===== config.mk =====
export PLATFORM = sky130hd
export DESIGN_NAME = positional_list_store_flat
export DESIGN_NICKNAME = d
export VERILOG_FILES = /design/src/rtl/pls_pkg.sv /design/src/rtl/pls_stream_if.sv /design/src/rtl/pls_ram.sv /design/src/rtl/pls_ctrl.sv /design/src/rtl/pls_datapath.sv /design/src/rtl/positional_list_store.sv /design/src/flat_wrapper.sv
export SDC_FILE = /design/constraint.sdc
export NUM_CORES = 1
export LEC_CHECK = 0
export BUFFER_PORTS_ARGS = -buffer_cell sky130_fd_sc_hd__buf_2
export CAP_MARGIN = 5
export CORE_MARGIN = 2
export CORE_UTILIZATION = 55
export DETAILED_ROUTE_END_ITERATION = 6
export GPL_TIMING_DRIVEN = 0
export PLACE_DENSITY_LB_ADDON = 0.15
export SLEW_MARGIN = 10
export SYNTH_ARGS = -nofsm -noshare
export SYNTH_HDL_FRONTEND = slang
export SYNTH_SLANG_ARGS = --single-unit
export TNS_END_PERCENT = 10

===== constraint.sdc =====
create_clock -name clk -period 5.14 [get_ports clk]
set_input_delay 0.514 -clock clk [delete_from_list [all_inputs] [get_ports clk]]
set_output_delay 0.514 -clock clk [all_outputs]
set_load 0.005 [all_outputs]

===== src/rtl/pls_pkg.sv =====
// ----------------------------------------------------------------------------
// pls_pkg: shared types and codes of the positional list store
// Beat layouts, command and status codes, and the command and status bundles
// that pass between the controller and the datapath.
// ----------------------------------------------------------------------------
package pls_pkg;

    localparam int CMD_W     = 3;
    localparam int POS_W     = 5;
    localparam int WORD_W    = 32;
    localparam int CNT_OUT_W = 5;
    localparam int ST_W      = 2;

    localparam logic [CMD_W-1:0] CMD_INSERT = 3'd0;
    localparam logic [CMD_W-1:0] CMD_APPEND = 3'd1;
    localparam logic [CMD_W-1:0] CMD_REMOVE = 3'd2;
    localparam logic [CMD_W-1:0] CMD_READ   = 3'd3;
    localparam logic [CMD_W-1:0] CMD_CLEAR  = 3'd4;

    localparam logic [ST_W-1:0] ST_OK    = 2'd0;
    localparam logic [ST_W-1:0] ST_FULL  = 2'd1;
    localparam logic [ST_W-1:0] ST_RANGE = 2'd2;

    typedef struct packed {
        logic [CMD_W-1:0]  cmd;
        logic [POS_W-1:0]  position;
        logic [WORD_W-1:0] value;
    } req_t;

    typedef struct packed {
        logic [WORD_W-1:0]    word_out;
        logic [CNT_OUT_W-1:0] count_out;
        logic [ST_W-1:0]      status;
    } rsp_t;

    typedef enum logic [2:0] {
        IDX_HOLD,
        IDX_COUNT,
        IDX_POS,
        IDX_INC,
        IDX_DEC
    } idx_op_t;

    typedef enum logic [1:0] {
        CNT_HOLD,
        CNT_INC,
        CNT_DEC,
        CNT_CLEAR
    } cnt_op_t;

    typedef enum logic [1:0] {
        RD_POS,
        RD_PREV,
        RD_NEXT
    } rd_sel_t;

    typedef enum logic {
        WR_VALUE,
        WR_SHIFT
    } wr_sel_t;

    typedef struct packed {
        logic            take;
        logic            set_status;
        logic [ST_W-1:0] status_val;
        idx_op_t         idx_op;
        cnt_op_t         cnt_op;
        rd_sel_t         rd_sel;
        logic            wr_en;
        wr_sel_t         wr_sel;
        logic            word_cap;
        logic            out_load;
    } ctrl_cmd_t;

    typedef struct packed {
        logic             in_valid;
        logic [CMD_W-1:0] cmd;
        logic             full;
        logic             pos_gt_cnt;
        logic             pos_ge_cnt;
        logic             up_more;
        logic             dn_more_now;
        logic             dn_more_next;
        logic             out_free;
    } ctrl_sts_t;

endpackage


===== src/rtl/pls_stream_if.sv =====
// ----------------------------------------------------------------------------
// pls_stream_if: valid/ready channel
// Carries one payload beat per handshake from a source to a sink.
// ----------------------------------------------------------------------------
interface pls_stream_if #(
    parameter type payload_t = logic
);

    logic     valid;
    logic     ready;
    payload_t payload;

    modport source (
        output valid,
        output payload,
        input  ready
    );

    modport sink (
        input  valid,
        input  payload,
        output ready
    );

endinterface


===== src/rtl/pls_ram.sv =====
// ----------------------------------------------------------------------------
// pls_ram: generic single-write, single-read RAM
// One write port and one read port with registered read data.
// ----------------------------------------------------------------------------
module pls_ram #(
    parameter int WIDTH = 32,
    parameter int DEPTH = 16
) (
    input  logic                     clk,
    input  logic                     we,
    input  logic [$clog2(DEPTH)-1:0] waddr,
    input  logic [WIDTH-1:0]         wdata,
    input  logic [$clog2(DEPTH)-1:0] raddr,
    output logic [WIDTH-1:0]         rdata
);

    logic [WIDTH-1:0] mem [DEPTH];

    always_ff @(posedge clk)
    begin
        if (we)
        begin
            mem[waddr] <= wdata;
        end
        rdata <= mem[raddr];
    end

endmodule


===== src/rtl/pls_ctrl.sv =====
// ----------------------------------------------------------------------------
// pls_ctrl: command sequencer of the positional list store
// Decodes each command, walks the entry moves for insert and remove one
// entry at a time, and hands the finished result to the output register.
// ----------------------------------------------------------------------------
module pls_ctrl
    import pls_pkg::*;
(
    input  logic      clk,
    input  logic      rst_n,
    input  ctrl_sts_t sts,
    output ctrl_cmd_t ctl
);

    typedef enum logic [6:0] {
        S_IDLE  = 7'b0000001,
        S_EVAL  = 7'b0000010,
        S_SH_RD = 7'b0000100,
        S_SH_WR = 7'b0001000,
        S_PUT   = 7'b0010000,
        S_FETCH = 7'b0100000,
        S_RESP  = 7'b1000000
    } state_t;

    state_t state_reg;
    state_t state_next;

    always_ff @(posedge clk or negedge rst_n)
    begin
        if (!rst_n)
        begin
            state_reg <= S_IDLE;
        end
        else
        begin
            state_reg <= state_next;
        end
    end

    always_comb
    begin
        state_next     = state_reg;
        ctl.take       = 1'b0;
        ctl.set_status = 1'b0;
        ctl.status_val = ST_OK;
        ctl.idx_op     = IDX_HOLD;
        ctl.cnt_op     = CNT_HOLD;
        ctl.rd_sel     = RD_POS;
        ctl.wr_en      = 1'b0;
        ctl.wr_sel     = WR_VALUE;
        ctl.word_cap   = 1'b0;
        ctl.out_load   = 1'b0;

        unique case (state_reg)
            S_IDLE:
            begin
                ctl.take = 1'b1;
                if (sts.in_valid)
                begin
                    state_next = S_EVAL;
                end
            end

            S_EVAL:
            begin
                case (sts.cmd)
                    CMD_INSERT:
                    begin
                        if (sts.full)
                        begin
                            ctl.set_status = 1'b1;
                            ctl.status_val = ST_FULL;
                            state_next     = S_RESP;
                        end
                        else if (sts.pos_gt_cnt)
                        begin
                            ctl.set_status = 1'b1;
                            ctl.status_val = ST_RANGE;
                            state_next     = S_RESP;
                        end
                        else
                        begin
                            ctl.idx_op = IDX_COUNT;
                            state_next = sts.pos_ge_cnt ? S_PUT : S_SH_RD;
                        end
                    end

                    CMD_APPEND:
                    begin
                        if (sts.full)
                        begin
                            ctl.set_status = 1'b1;
                            ctl.status_val = ST_FULL;
                            state_next     = S_RESP;
                        end
                        else
                        begin
                            ctl.idx_op = IDX_COUNT;
                            state_next = S_PUT;
                        end
                    end

                    CMD_REMOVE, CMD_READ:
                    begin
                        if (sts.pos_ge_cnt)
                        begin
                            ctl.set_status = 1'b1;
                            ctl.status_val = ST_RANGE;
                            state_next     = S_RESP;
                        end
                        else
                        begin
                            ctl.idx_op = IDX_POS;
                            ctl.rd_sel = RD_POS;
                            state_next = S_FETCH;
                        end
                    end

                    CMD_CLEAR:
                    begin
                        ctl.cnt_op = CNT_CLEAR;
                        state_next = S_RESP;
                    end

                    default:
                    begin
                        state_next = S_RESP;
                    end
                endcase
            end

            S_SH_RD:
            begin
                // Insert moves entries up, so it reads the one below the
                // current slot; remove reads the one above.
                ctl.rd_sel = (sts.cmd == CMD_INSERT) ? RD_PREV : RD_NEXT;
                state_next = S_SH_WR;
            end

            S_SH_WR:
            begin
                ctl.wr_en  = 1'b1;
                ctl.wr_sel = WR_SHIFT;
                if (sts.cmd == CMD_INSERT)
                begin
                    ctl.idx_op = IDX_DEC;
                    state_next = sts.up_more ? S_SH_RD : S_PUT;
                end
                else
                begin
                    ctl.idx_op = IDX_INC;
                    if (sts.dn_more_next)
                    begin
                        state_next = S_SH_RD;
                    end
                    else
                    begin
                        ctl.cnt_op = CNT_DEC;
                        state_next = S_RESP;
                    end
                end
            end

            S_PUT:
            begin
                ctl.wr_en  = 1'b1;
                ctl.wr_sel = WR_VALUE;
                ctl.cnt_op = CNT_INC;
                state_next = S_RESP;
            end

            S_FETCH:
            begin
                ctl.word_cap = 1'b1;
                if (sts.cmd == CMD_READ)
                begin
                    state_next = S_RESP;
                end
                else if (sts.dn_more_now)
                begin
                    state_next = S_SH_RD;
                end
                else
                begin
                    ctl.cnt_op = CNT_DEC;
                    state_next = S_RESP;
                end
            end

            S_RESP:
            begin
                if (sts.out_free)
                begin
                    ctl.out_load = 1'b1;
                    state_next   = S_IDLE;
                end
            end

            default:
            begin
                state_next = S_IDLE;
            end
        endcase
    end

endmodule


===== src/rtl/pls_datapath.sv =====
// ----------------------------------------------------------------------------
// pls_datapath: storage and arithmetic of the positional list store
// Holds the request registers, entry count, walk index, the list memory and
// the output register, and reports the comparisons the sequencer needs.
// ----------------------------------------------------------------------------
module pls_datapath
    import pls_pkg::*;
#(
    parameter int CAPACITY = 16
) (
    input  logic          clk,
    input  logic          rst_n,
    pls_stream_if.sink    req,
    pls_stream_if.source  rsp,
    input  ctrl_cmd_t     ctl,
    output ctrl_sts_t     sts
);

    localparam int CW = $clog2(CAPACITY + 1);
    localparam int AW = $clog2(CAPACITY);
    localparam int XW = ((CW > POS_W) ? CW : POS_W) + 1;

    logic [CMD_W-1:0]  cmd_reg;
    logic [POS_W-1:0]  pos_reg;
    logic [WORD_W-1:0] val_reg;
    logic [WORD_W-1:0] word_reg;
    logic [ST_W-1:0]   status_reg;
    logic [CW-1:0]     cnt_reg;
    logic [CW-1:0]     cnt_next;
    logic [CW-1:0]     idx_reg;
    logic [CW-1:0]     idx_next;
    logic              out_valid_reg;
    rsp_t              out_reg;

    logic [XW-1:0]     pos_x;
    logic [XW-1:0]     cnt_x;
    logic [XW-1:0]     idx_x;
    logic [XW-1:0]     rd_addr_x;
    logic [WORD_W-1:0] ram_rdata;
    logic [WORD_W-1:0] ram_wdata;
    logic              load;

    assign load  = ctl.take && req.valid;
    assign pos_x = XW'(pos_reg);
    assign cnt_x = XW'(cnt_reg);
    assign idx_x = XW'(idx_reg);

    assign req.ready   = ctl.take;
    assign rsp.valid   = out_valid_reg;
    assign rsp.payload = out_reg;

    assign sts.in_valid     = req.valid;
    assign sts.cmd          = cmd_reg;
    assign sts.full         = (cnt_x >= XW'(CAPACITY));
    assign sts.pos_gt_cnt   = (pos_x > cnt_x);
    assign sts.pos_ge_cnt   = (pos_x >= cnt_x);
    assign sts.up_more      = (idx_x > pos_x + XW'(1));
    assign sts.dn_more_now  = (idx_x + XW'(1) < cnt_x);
    assign sts.dn_more_next = (idx_x + XW'(2) < cnt_x);
    assign sts.out_free     = !out_valid_reg || rsp.ready;

    always_comb
    begin
        case (ctl.rd_sel)
            RD_PREV: rd_addr_x = idx_x - XW'(1);
            RD_NEXT: rd_addr_x = idx_x + XW'(1);
            default: rd_addr_x = pos_x;
        endcase
    end

    assign ram_wdata = (ctl.wr_sel == WR_SHIFT) ? ram_rdata : val_reg;

    always_comb
    begin
        case (ctl.idx_op)
            IDX_COUNT: idx_next = cnt_reg;
            IDX_POS:   idx_next = pos_x[CW-1:0];
            IDX_INC:   idx_next = idx_reg + CW'(1);
            IDX_DEC:   idx_next = idx_reg - CW'(1);
            default:   idx_next = idx_reg;
        endcase
    end

    always_comb
    begin
        case (ctl.cnt_op)
            CNT_INC:   cnt_next = cnt_reg + CW'(1);
            CNT_DEC:   cnt_next = cnt_reg - CW'(1);
            CNT_CLEAR: cnt_next = '0;
            default:   cnt_next = cnt_reg;
        endcase
    end

    pls_ram #(
        .WIDTH (WORD_W),
        .DEPTH (CAPACITY)
    ) u_store (
        .clk   (clk),
        .we    (ctl.wr_en),
        .waddr (idx_reg[AW-1:0]),
        .wdata (ram_wdata),
        .raddr (rd_addr_x[AW-1:0]),
        .rdata (ram_rdata)
    );

    always_ff @(posedge clk or negedge rst_n)
    begin
        if (!rst_n)
        begin
            cnt_reg       <= '0;
            out_valid_reg <= 1'b0;
        end
        else
        begin
            cnt_reg <= cnt_next;
            if (ctl.out_load)
            begin
                out_valid_reg <= 1'b1;
            end
            else if (rsp.ready)
            begin
                out_valid_reg <= 1'b0;
            end
        end
    end

    always_ff @(posedge clk)
    begin
        idx_reg <= idx_next;
        if (load)
        begin
            cmd_reg    <= req.payload.cmd;
            pos_reg    <= req.payload.position;
            val_reg    <= req.payload.value;
            word_reg   <= '0;
            status_reg <= ST_OK;
        end
        else
        begin
            if (ctl.word_cap)
            begin
                word_reg <= ram_rdata;
            end
            if (ctl.set_status)
            begin
                status_reg <= ctl.status_val;
            end
        end
        if (ctl.out_load)
        begin
            out_reg.word_out  <= word_reg;
            out_reg.count_out <= cnt_x[CNT_OUT_W-1:0];
            out_reg.status    <= status_reg;
        end
    end

endmodule


===== src/rtl/positional_list_store.sv =====
// ----------------------------------------------------------------------------
// positional_list_store: ordered list of 32-bit words with positional access
// Insert, append, remove, read and clear on a list of up to CAPACITY words.
// ----------------------------------------------------------------------------
// The block takes one command at a time and returns exactly one result beat
// per command beat. The words live in a single-port-write, registered-read
// memory, so insert and remove move each affected entry by reading it and
// then writing it one slot further. A new command is taken in the cycle
// after the result is loaded into the output register, even while that
// result still waits to be taken. Words that have never been written read
// back as undefined, but only live positions can be read.
module positional_list_store
    import pls_pkg::*;
#(
    parameter int CAPACITY = 16
) (
    input  logic         clk,
    input  logic         rst_n,
    pls_stream_if.sink   req,
    pls_stream_if.source rsp
);

    ctrl_cmd_t ctl;
    ctrl_sts_t sts;

    pls_ctrl u_ctrl (
        .clk   (clk),
        .rst_n (rst_n),
        .sts   (sts),
        .ctl   (ctl)
    );

    pls_datapath #(
        .CAPACITY (CAPACITY)
    ) u_datapath (
        .clk   (clk),
        .rst_n (rst_n),
        .req   (req),
        .rsp   (rsp),
        .ctl   (ctl),
        .sts   (sts)
    );

endmodule


===== src/flat_wrapper.sv =====
// flat-port wrapper written by rule: the top's interface ports become plain ports
module positional_list_store_flat import pls_pkg::*;
#(
    parameter int CAPACITY = 16
)
  (clk, rst_n, req_valid, req_payload, req_ready, rsp_valid, rsp_payload, rsp_ready);
  pls_stream_if #(.payload_t(req_t)) req_i ();
  pls_stream_if #(.payload_t(rsp_t)) rsp_i ();
  input  logic clk;
  input  logic rst_n;
  input wire logic [$bits(req_i.valid)-1:0] req_valid;
  input wire logic [$bits(req_i.payload)-1:0] req_payload;
  output wire logic [$bits(req_i.ready)-1:0] req_ready;
  output wire logic [$bits(rsp_i.valid)-1:0] rsp_valid;
  output wire logic [$bits(rsp_i.payload)-1:0] rsp_payload;
  input wire logic [$bits(rsp_i.ready)-1:0] rsp_ready;
  assign req_i.valid = req_valid;
  assign req_i.payload = req_payload;
  assign req_ready = req_i.ready;
  assign rsp_valid = rsp_i.valid;
  assign rsp_payload = rsp_i.payload;
  assign rsp_i.ready = rsp_ready;
  positional_list_store #(.CAPACITY(CAPACITY)) u_core (.clk(clk), .rst_n(rst_n), .req(req_i), .rsp(rsp_i));
endmodule

# Yosys cells after proc, flatten, opt, wreduce, memory -nomap -nowiden
# Memory sizes are Yosys's and may differ from the RTL's. A register that Yosys moved wholly into a read port is not among the register bits.
# Index checks and enable logic that the tools add are counted.
[op_classes]
eq_ne = 22
n_reduce_logical = 9
n_addsub = 8
n_mux = 47
magnitude_cmp = 6
[op_table]
columns = ["cell", "n"]
rows = [
  ["$mux 7", 10],
  ["$pmux 7 s7", 1],
  ["$mux 32", 1],
  ["$pmux 7 s3", 1],
  ["$pmux 5 s4", 1],
  ["$mux 3", 6],
  ["$pmux 6 s3", 1],
  ["$mux 2", 8],
  ["$pmux 5 s3", 1],
  ["$add 5x1->6 const B", 2],
  ["$eq 3x2->1 const B", 4],
  ["$lt 6x5->1", 2],
  ["$mux 1", 11],
  ["$add 5x1->5 const B", 2],
  ["$mux 5", 2],
  ["$sub 5x1->5 const B", 2],
  ["$pmux 2 s4", 1],
  ["$pmux 4 s2", 1],
  ["$eq 7x1->1 const B", 1],
  ["$eq 7x2->1 const B", 1],
  ["$eq 7x3->1 const B", 1],
  ["$eq 7x4->1 const B", 1],
  ["$eq 7x5->1 const B", 1],
  ["$eq 7x6->1 const B", 1],
  ["other kinds (24)", 29],
]
[word_totals]
inputBits = 44
output_inout_bits = 41
memories = 1
wordCells = 105
regBits = 131
ram_bits = 512
[memory_table]
columns = ["name", "depth", "width", "rd", "rd_ports_with_merged_regs", "write_ports", "line_no", "text"]
rows = [
  ["u_core.u_datapath.u_store.mem", 16, 32, 1, 1, 1, "pls_ram.sv:17", "logic [WIDTH-1:0] mem [DEPTH];"],
]

# Longest topological paths before layout
# Gate-level depths: netlist of run 1.
[depth]
depth_word = 7
mapped_depth = 15
depth_no_buf = 14

# Modules after synthesis
# Synthesis of run 1 repeated with hierarchy kept, for this count alone.
[hier_totals]
hier_cells = 1324
hier_area_um2 = 26028.7
[modules_own_cells]
columns = ["mod", "cells_per_inst", "instances", "area_each_um2", "seq_area_each_um2"]
rows = [
  ["pls_ram", 838, 1, 19835.3, 16015.4],
  ["pls_datapath", 407, 1, 5549.1, 3353.2],
  ["pls_ctrl", 79, 1, 644.4, 176.4],
]

# Least setup slack after synthesis of run 1
# No wires, ideal clock.
[synth_timing]
path_type = "flip-flop to flip-flop"
start = "register u_core.u_ctrl.state_reg[1]"
end = "memory u_core.u_datapath.u_store.mem[2][0], enable pin"
setup_ps = 502
period_less_slack_ps = 5156
t_arrival_ps = 4655
path_buffers = 2
required_ps = 4638
setup_slack_ps = -16
stages_incl_launch_ff = 6
cell_sequence = "dfrtp_1 or4_1 or3_1 clkbuf_1 clkbuf_1 nor4_1"
[synth_via]
elab_chain_cells = 4
elab_cells_between_ends = 5
classes_between = "eq/ne: 2; mux: 3"
[synth_lines]
columns = ["element", "line_no", "text"]
rows = [
  ["start, declared", "pls_ctrl.sv:25", "state_t state_reg;"],
  ["start signal, assigned", "pls_ctrl.sv:36", "state_reg <= state_next;"],
  ["$eq 7x5->1 / $eq 7x4->1 (equally long branches)", "pls_ctrl.sv:54", "unique case (state_reg)"],
  ["$pmux 2 s2 (*)", "pls_ctrl.sv:54", ""],
  ["$mux 1 (*)", "pls_ram.sv:21", "if (we)"],
  ["$mux 1 (not written as such) (*)", "pls_ram.sv:23", "mem[waddr] <= wdata;"],
  ["end, declared", "pls_ram.sv:17", ""],
]
# Every way passes the cells marked *; elsewhere a longest branch is shown, timed or not.

# Worst setup path after layout of run 1
[layout_timing]
start = "register u_core.u_ctrl.state_reg[1]"
end = "register u_core.u_datapath.u_store.rdata[14] (read register of u_core.u_datapath.u_store.mem)"
[layout_via]
elab_chain_cells = 4
elab_cells_between_ends = 5
classes_between = "eq/ne: 3; mux: 2"
[layout_lines]
columns = ["element", "line_no", "text"]
rows = [
  ["$eq 7x3->1 (*)", "pls_ctrl.sv:54", ""],
  ["$mux 2 (*)", "-", ""],
  ["$eq 2x2->1 / $eq 2x1->1 (equally long branches)", "pls_datapath.sv:64", "case (ctl.rd_sel)"],
  ["$pmux 4 s2 (*)", "pls_datapath.sv:64", ""],
  ["end, declared", "pls_ram.sv:14", "output logic [WIDTH-1:0] rdata"],
]
# Marks and branches as above.
# A chain may end at the register's enable or synchronous reset.

==> qor.json, run 1 <==
{
  "timing": {
    "slew_headroom_pct": 23.67,
    "max_slew.worst_pin.slew_ps": 1145,
    "finalClockSkew_ps": 18.25,
    "fmax_mhz": 226.2,
    "timing.final.crit_period_ps": 4422,
    "final-hold-violation-count": 0,
    "final_setup_violation_count": 0,
    "timing.final.crit_share_pct": 86.03,
    "final_max_slew_viol_count": 0,
    "grt_setup_unrepaired": "no"
  },
  "route": {
    "top_layer_used": "met4",
    "iter_0_drt_violations": 1691,
    "first_pass_iters": 5,
    "route.antenna.remaining_nets": 0,
    "wirelength_mm": 62.83,
    "drt_drc_violations_left": 0,
    "wl_met1_mm": 26.74,
    "routed_via_density": 5.908,
    "route.vias.total": 15820,
    "routed_wire_length_per_instance_um": 23.46,
    "met2RoutedLength_mm": 29.84,
    "detailroute.wirelength.met3_mm": 4.618
  },
  "setup_path": {
    "cp_cell_sequence": "or4_1 > or4b_1 > buf_2 > o21ai_0 > clkbuf_1 > clkbuf_1 > buf_2 > mux2i_1 > o22ai_1 > or4_1",
    "timing.critical_path.arrival_ps": 4870,
    "r2r_start": "u_core.u_ctrl.state_reg[1]$_DFFE_PN0P_",
    "worst-endpoint-required_ps": 5590,
    "slowest_delay_ps": 570,
    "worst_path_max_delay_cell": "sky130_fd_sc_hd__clkbuf_1",
    "setup.reg_to_reg.worst_slack_ps": 720,
    "timing.critical_path.fanout_max": 10,
    "setup.worst_path.end_class": "flip-flop",
    "critical_path.reg2reg.endpoint": "u_core.u_datapath.u_store.rdata[14]$_DFF_P_",
    "timing.critical_path.from_type": "flip-flop",
    "worstRegToRegCells": 10,
    "criticalPathCategory": "flip-flop to flip-flop"
  },
  "layout": {
    "finish.net_count": 2087,
    "finish.utilization_pct": 64.28,
    "antenna_cell_count": 0,
    "final_layout_size_suffix_gt1_share_pct": 16.53,
    "areaGrowthSynthToFinish_pct": 15.53,
    "largest_register_ff_count": 512,
    "layout.cells.non_filler": 2678,
    "regMostFlops": "u_core.u_datapath.u_store.mem"
  },
  "min_path": {
    "holdCritStartpoint": "req_payload[24]",
    "timing.hold.worst_endpoint": "u_core.u_datapath.val_reg[24]$_DFFE_PP_",
    "worstHoldPathCells": 1,
    "hold_path.class": "input pin to flip-flop"
  },
  "pwr": {
    "share_seq_of_total_power_pct": 49.2,
    "intPower_mw": 9.865,
    "power_per_cell_area_mw_per_mm2": 434.0,
    "p_sw_share_pct": 25.95,
    "combPwrFrac_pct": 14.3,
    "static-leakage-power_nw": 11.03,
    "ir_drop_v": 0.0003457,
    "share_clk_of_total_power_pct": 36.5,
    "switchingPower_mw": 3.457
  },
  "yosys": {
    "synth_seq_cells": 675,
    "ys_async_sr_fraction_pct": 1.926,
    "syn_avg_cell_area_um2": 14.88,
    "synth.top_cells.by_area": "sky130_fd_sc_hd__edfxtp_1 (67%), sky130_fd_sc_hd__mux2i_1 (5.2%), sky130_fd_sc_hd__dfxtp_1 (5.0%)",
    "synthesis.instances": 1785,
    "edff_count_synth": 596,
    "mappedNetlistArea_mm2": 0.02657,
    "netlist_top_cells_count": "sky130_fd_sc_hd__edfxtp_1 (596), sky130_fd_sc_hd__nand2_1 (310), sky130_fd_sc_hd__mux2i_1 (139)",
    "yosys_most_used_dff": "sky130_fd_sc_hd__edfxtp_1",
    "synth_largest_type_area_fraction_pct": 67.37,
    "net_count_after_synthesis": 1864,
    "cell_with_the_most_instances_after_synthesis": "sky130_fd_sc_hd__edfxtp_1",
    "synthDominantAreaCellType": "sky130_fd_sc_hd__edfxtp_1",
    "yosysSeqAreaShare_pct": 73.57,
    "synth.yosys.warnings": 0,
    "synth_cell_types": 52
  },
  "grt": {
    "grt_antenna_before_repair": 2,
    "grt_overflow": 0,
    "grtUsageTotal_pct": 25.46,
    "grt_pass1_vias": 15580,
    "grt_start_max_net_pins": 27,
    "grt_pass1_wl_mm": 94.61
  },
  "cts": {
    "numCtsBuffers": 68,
    "cts_htree_levels": 3,
    "clk_transition_reported_paths_ps": 70,
    "tritoncts_num_sinks": 675,
    "clock_path_buffers": 3,
    "cts.root.buffer_cell": "sky130_fd_sc_hd__clkbuf_16",
    "post-cts-setup-buffers": 0,
    "clkLatencyLatePin_ps": 600,
    "tritoncts": "yes"
  },
  "placement": {
    "globalplace.congestion": 0.8511,
    "post-dp-hpwl_mm": 41.78,
    "place_inst": 2552,
    "portBuffers": 84
  },
  "floorplan": {
    "die_area_mm2": 0.05008,
    "die_h_um": 223.8,
    "die_width_um": 223.8,
    "core_area_mm2": 0.04775,
    "floorplan.io_pins": 85,
    "floorplan.initialDensity_pct": 55.64,
    "fp_rows": 80
  },
  "run_status": {
    "outcome": "finished clean"
  },
  "flow_run": {
    "maxCapViolations": 0
  }
}
## final cells by class
cell class / count / area, µm²
inverters: 19 / 76.32
fillers: 3429 / 17050
clock buffers: 99 / 1983
plain buffers: 99 / 469.2
clock inverters: 26 / 234.0
repair buffers: 153 / 1030
flip-flops and latches: 675 / 19550
multi-input cells: 992 / 6585
well taps: 615 / 769.5
## cell families (layout without fill, tap and decap cells)
group                      count (synthesis)  in the layout  share of synthesized area (%)
buffers and inverters                    118            396                          2.049
and+or+nand+nor                          496            496                          8.647
xor gates and xnor gates                  19             19                         0.6264
muxes                                    171            171                          6.594
DFF                                      675            675                          73.57
AOI/OAI and AO/OA                        271            271                          6.810
adders and majority gates                 35             35                          1.705
## layer usage
metal | global-route usage [%] | vias to the layer above
li1 | - | 7190
met1 | 35.54 | 7892
met2 | 41.27 | 635
met3 | 4.551 | 105
met4 | 7.720 | 0
met5 | 0 | -
## power groups by stage
stage	clock network (mW)	logic, mW	registers, mW
detailed placement	0	1.89	6.65
CTS	4.93	1.91	6.54
global route	5.14	2.07	6.56
global placement	0	1.83	6.66
finish	4.87	1.90	6.55
floorplan	0	1.21	6.61
## per-stage QoR
stage          hold WS [ps]  area [µm²]  total power [mW]  setup WS [ps]  TNS [ps]
2_1_floorplan         218.4       26570             7.819         -16.24     -3098
3_3_place_gp          413.2       27760             8.486          -3718  -1006590
3_5_place_dp          416.7       28460             8.547          738.6         0
4_1_cts               64.17       30690             13.39          714.2         0
5_1_grt               68.94       30690             13.78          501.6         0
6_report              88.24       30690             13.32          718.2         0
## timing repair
action / 4_1_cts / 5_1_grt
gates resized for setup: 0 / 0
endpoints found under the hold margin: 12 / 0
hold buffers: 1 / 0
## cells in the final DEF, fill, tap and decap left out, types with 10 or more instances in the layout
cell type / n
sky130_fd_sc_hd__mux2_2: 32
sky130_fd_sc_hd__inv_1: 18
sky130_fd_sc_hd__buf_6: 11
sky130_fd_sc_hd__dfrtp_1: 12
sky130_fd_sc_hd__nor2_1: 21
sky130_fd_sc_hd__ha_1: 33
sky130_fd_sc_hd__clkbuf_16: 72
sky130_fd_sc_hd__edfxtp_1: 596
sky130_fd_sc_hd__clkinv_2: 11
sky130_fd_sc_hd__xnor2_1: 11
sky130_fd_sc_hd__dfxtp_1: 66
sky130_fd_sc_hd__nand3_1: 12
sky130_fd_sc_hd__o32ai_1: 32
sky130_fd_sc_hd__nor2b_1: 66
sky130_fd_sc_hd__mux2i_1: 139
sky130_fd_sc_hd__or4_1: 35
sky130_fd_sc_hd__clkbuf_1: 85
sky130_fd_sc_hd__a211oi_1: 54
sky130_fd_sc_hd__a21oi_1: 108
sky130_fd_sc_hd__o22ai_1: 33
sky130_fd_sc_hd__a211oi_2: 10
sky130_fd_sc_hd__buf_2: 104
sky130_fd_sc_hd__buf_4: 57
sky130_fd_sc_hd__nand2_1: 310
## worst max-delay path: cells and delay by family, from the launching register on
kind | cells | cell delay (ps)
AOI/OAI and AO/OA | 2 | 300
buffers and inverters | 4 | 1730
DFF | 1 | 410
muxes | 1 | 240
and+or+nand+nor | 3 | 1580
## worst max path at each step
stage / slack (ps) / to / from
CTS: 710 / u_core.u_datapath.u_store.rdata[29]$_DFF_P_ / u_core.u_ctrl.state_reg[1]$_DFFE_PN0P_
global route: 500 / u_core.u_datapath.u_store.rdata[10]$_DFF_P_ / u_core.u_datapath.idx_reg[0]$_DFFE_PP_
floorplan: -20 / u_core.u_datapath.u_store.mem[2][0]$_DFFE_PP_ / u_core.u_ctrl.state_reg[1]$_DFFE_PN0P_
finish: 720 / u_core.u_datapath.u_store.rdata[14]$_DFF_P_ / u_core.u_ctrl.state_reg[1]$_DFFE_PN0P_
detailed placement: 740 / u_core.u_datapath.u_store.rdata[0]$_DFF_P_ / u_core.u_ctrl.state_reg[1]$_DFFE_PN0P_
global placement: -3720 / u_core.u_datapath.u_store.mem[5][16]$_DFFE_PP_ / u_core.u_ctrl.state_reg[1]$_DFFE_PN0P_
No activity file was read; power rests on OpenSTA's default activity.
==> run 2, diff against run 1 <==
--- a/config.mk
+++ b/config.mk
@@ -12,6 +12,7 @@
 export DETAILED_ROUTE_END_ITERATION = 6
 export GPL_TIMING_DRIVEN = 0
 export PLACE_DENSITY_LB_ADDON = 0.15
+export REMOVE_ABC_BUFFERS = 1
 export SLEW_MARGIN = 10
 export SYNTH_ARGS = -nofsm -noshare
 export SYNTH_HDL_FRONTEND = slang
==> run 2 against run 1 <==
Worst hold slack barely moved. Die area did not move. Wire length fell by 4.2%. Sequential share of layout area fell by 1.1 points. Via count fell by 2.3%. Sequential power barely moved. Clock power rose by 2%. Worst setup slack got worse by 220 ps. Global-route usage fell by 1.4 points. Non-clock buffer count fell by 56. Combinational power fell by 2%. Total power rose by 0.74%. Critical path type unchanged.
==> qor.json, run 2 (synthesis gave the netlist of run 1 again) <==
{
  "setup_path": {
    "r2r_start": "u_core.u_ctrl.state_reg[1]$_DFFE_PN0P_",
    "timing.critical_path.fanout_max": 24,
    "cp_cell_sequence": "or4_1 > or4b_1 > clkinv_4 > mux2i_4 > buf_16 > buf_8 > buf_16 > buf_16 > mux2i_1 > mux2_2 > o32ai_1 > or4_1",
    "worst_path_max_delay_cell": "sky130_fd_sc_hd__or4b_1",
    "setup.reg_to_reg.worst_slack_ps": 500,
    "setup.worst_path.end_class": "flip-flop",
    "worstRegToRegCells": 12,
    "criticalPathCategory": "flip-flop to flip-flop",
    "timing.critical_path.arrival_ps": 5090,
    "timing.critical_path.mode_cell": "sky130_fd_sc_hd__buf_16",
    "critical_path.top_delay_family": "simple AND/OR/NAND/NOR gates",
    "worstPathBufferInverterCount": 5,
    "critical_path.reg2reg.endpoint": "u_core.u_datapath.u_store.rdata[12]$_DFF_P_",
    "timing.critical_path.from_type": "flip-flop",
    "worst-endpoint-required_ps": 5590,
    "slowest_delay_ps": 770
  },
  "timing": {
    "final_max_slew_viol_count": 0,
    "max_slew.worst_pin.slew_ps": 1025,
    "finalClockSkew_ps": 17.92,
    "timing.final.crit_share_pct": 90.30,
    "final-hold-violation-count": 0,
    "grt_setup_unrepaired": "no",
    "timing.final.crit_period_ps": 4641,
    "final_setup_violation_count": 0,
    "fmax_mhz": 215.5,
    "slew_headroom_pct": 31.12
  },
  "run_status": {
    "outcome": "finished clean"
  },
  "pwr": {
    "share_seq_of_total_power_pct": 49.0,
    "switchingPower_mw": 3.322,
    "power_per_cell_area_mw_per_mm2": 429.5,
    "p_sw_share_pct": 24.75,
    "static-leakage-power_nw": 11.27,
    "share_clk_of_total_power_pct": 37.2,
    "ir_drop_v": 0.0002954,
    "combPwrFrac_pct": 13.9,
    "power_mw": 13.42,
    "intPower_mw": 10.10
  },
  "floorplan": {
    "die_area_mm2": 0.05008,
    "floorplan.initialDensity_pct": 55.64,
    "fp_rows": 80,
    "die_h_um": 223.8,
    "core_area_mm2": 0.04775,
    "floorplan.io_pins": 85,
    "die_width_um": 223.8
  },
  "route": {
    "drt_drc_violations_left": 0,
    "routed_via_density": 5.891,
    "routed_wire_length_per_instance_um": 22.93,
    "first_pass_iters": 5,
    "detailroute.wirelength.met3_mm": 3.590,
    "wl_met1_mm": 26.11,
    "met2RoutedLength_mm": 29.16,
    "route.vias.total": 15460,
    "wirelength_mm": 60.18,
    "route.antenna.remaining_nets": 0,
    "top_layer_used": "met4",
    "iter_0_drt_violations": 1412
  },
  "cts": {
    "cts.root.buffer_cell": "sky130_fd_sc_hd__clkbuf_16",
    "clk_transition_reported_paths_ps": 60,
    "numCtsBuffers": 69,
    "clkLatencyLatePin_ps": 590,
    "cts_htree_levels": 3,
    "clock_path_buffers": 3,
    "tritoncts_num_sinks": 675,
    "tritoncts": "yes"
  },
  "min_path": {
    "holdCritStartpoint": "req_payload[25]",
    "worstHoldPathCells": 1,
    "hold_path.class": "input pin to flip-flop",
    "timing.hold.worst_endpoint": "u_core.u_datapath.val_reg[25]$_DFFE_PP_"
  },
  "layout": {
    "finish.utilization_pct": 65.44,
    "antenna_cell_count": 0,
    "final_layout_size_suffix_gt1_share_pct": 18.22,
    "layout.cells.most_common_list": "sky130_fd_sc_hd__edfxtp_1 (596), sky130_fd_sc_hd__nand2_1 (310), sky130_fd_sc_hd__mux2i_1 (138), sky130_fd_sc_hd__a21oi_1 (105), sky130_fd_sc_hd__buf_2 (92)",
    "areaGrowthSynthToFinish_pct": 17.61,
    "finish.net_count": 2032,
    "num-fill-cells": 3310,
    "largest_register_ff_count": 512,
    "regMostFlops": "u_core.u_datapath.u_store.mem",
    "mostFrequentLayoutCell": "sky130_fd_sc_hd__edfxtp_1"
  },
  "flow_run": {
    "maxCapViolations": 0
  },
  "grt": {
    "grt_pass1_wl_mm": 89.27,
    "grtUsageTotal_pct": 24.04,
    "grt_overflow": 0,
    "grt_start_max_net_pins": 62,
    "grt_pass1_vias": 14810,
    "grt_antenna_before_repair": 0
  },
  "placement": {
    "post-dp-hpwl_mm": 39.17,
    "portBuffers": 84,
    "globalplace.congestion": 0.8027
  }
}
-- run 2: cell type report --
type	instances	area, µm²	share of cell area [%]
repair buffers	196	1897	6.071
well taps	615	769.5	2.463
clock inverters	26	291.5	0.9330
clock buffers	101	1971	6.307
inverters	19	76.32	0.2443
multi-input cells	992	6695	21.43
flip-flops and latches	675	19550	62.55
-- run 2: power by group through the flow --
stage | combinational (mW) | sequential, mW | clock, mW
after floorplan | 1.48 | 6.62 | 0
after global placement | 2.14 | 6.68 | 0
after detailed placement | 1.86 | 6.68 | 0
after CTS | 1.87 | 6.57 | 5.05
after global routing | 2.03 | 6.59 | 5.27
final | 1.86 | 6.57 | 4.99
-- run 2: how the worst max path moves through the flow --
| stage | start | end | cells past startpoint | slack [ps] |
|---|---|---|---|---|
| 6_report | u_core.u_ctrl.state_reg[1]$_DFFE_PN0P_ | u_core.u_datapath.u_store.rdata[12]$_DFF_P_ | 12 | 500 |
| 5_1_grt | u_core.u_ctrl.state_reg[1]$_DFFE_PN0P_ | u_core.u_datapath.u_store.rdata[12]$_DFF_P_ | 12 | 350 |
| 4_1_cts | u_core.u_ctrl.state_reg[1]$_DFFE_PN0P_ | u_core.u_datapath.u_store.rdata[25]$_DFF_P_ | 12 | 510 |
| 3_5_place_dp | u_core.u_ctrl.state_reg[1]$_DFFE_PN0P_ | u_core.u_datapath.u_store.rdata[25]$_DFF_P_ | 12 | 500 |
| 3_3_place_gp | u_core.u_datapath.idx_reg[2]$_DFFE_PP_ | u_core.u_datapath.u_store.rdata[6]$_DFF_P_ | 9 | -16630 |
| 2_1_floorplan | u_core.u_ctrl.state_reg[1]$_DFFE_PN0P_ | u_core.u_datapath.u_store.rdata[0]$_DFF_P_ | 6 | -9710 |
-- run 2: worst register-to-register path: stages (launching register included) --
cell and delay, ps:
sky130_fd_sc_hd__dfrtp_1 410, sky130_fd_sc_hd__or4_1 560, sky130_fd_sc_hd__or4b_1 770, sky130_fd_sc_hd__clkinv_4 210
sky130_fd_sc_hd__mux2i_4 750, sky130_fd_sc_hd__buf_16 250, sky130_fd_sc_hd__buf_8 180, sky130_fd_sc_hd__buf_16 180
sky130_fd_sc_hd__buf_16 190, sky130_fd_sc_hd__mux2i_1 220, sky130_fd_sc_hd__mux2_2 160, sky130_fd_sc_hd__o32ai_1 80
sky130_fd_sc_hd__or4_1 540
-- run 2: timing repair --
action                                 4_1_cts  5_1_grt
resized for setup                            0        0
hold buffers                                 1        0
buffers inserted                             0        0
endpoints found under the hold margin       12        0
-- run 2: stage by stage --
| step | area [µm²] | hold slack, ps | setup TNS (ps) | setup slack (ps) | cells |
|---|---|---|---|---|---|
| after floorplan | 26100 | 218.4 | -310700 | -9710 | 1686 |
| after global placement | 27290 | 411.3 | -1842370 | -16630 | 2385 |
| after detailed placement | 28970 | 414.6 | 0 | 500.5 | 2496 |
| after CTS | 31250 | 63.35 | 0 | 513.5 | 2624 |
| after global routing | 31250 | 76.15 | 0 | 348.6 | 2624 |
| final | 31250 | 87.79 | 0 | 498.7 | 2624 |
-- run 2: metal layers --
metal  track usage [%]  vias up
li1                  -     7075
met2             39.14      526
met3             3.686       92
met1             33.56     7764
met4             7.978        0
met5                 0        -
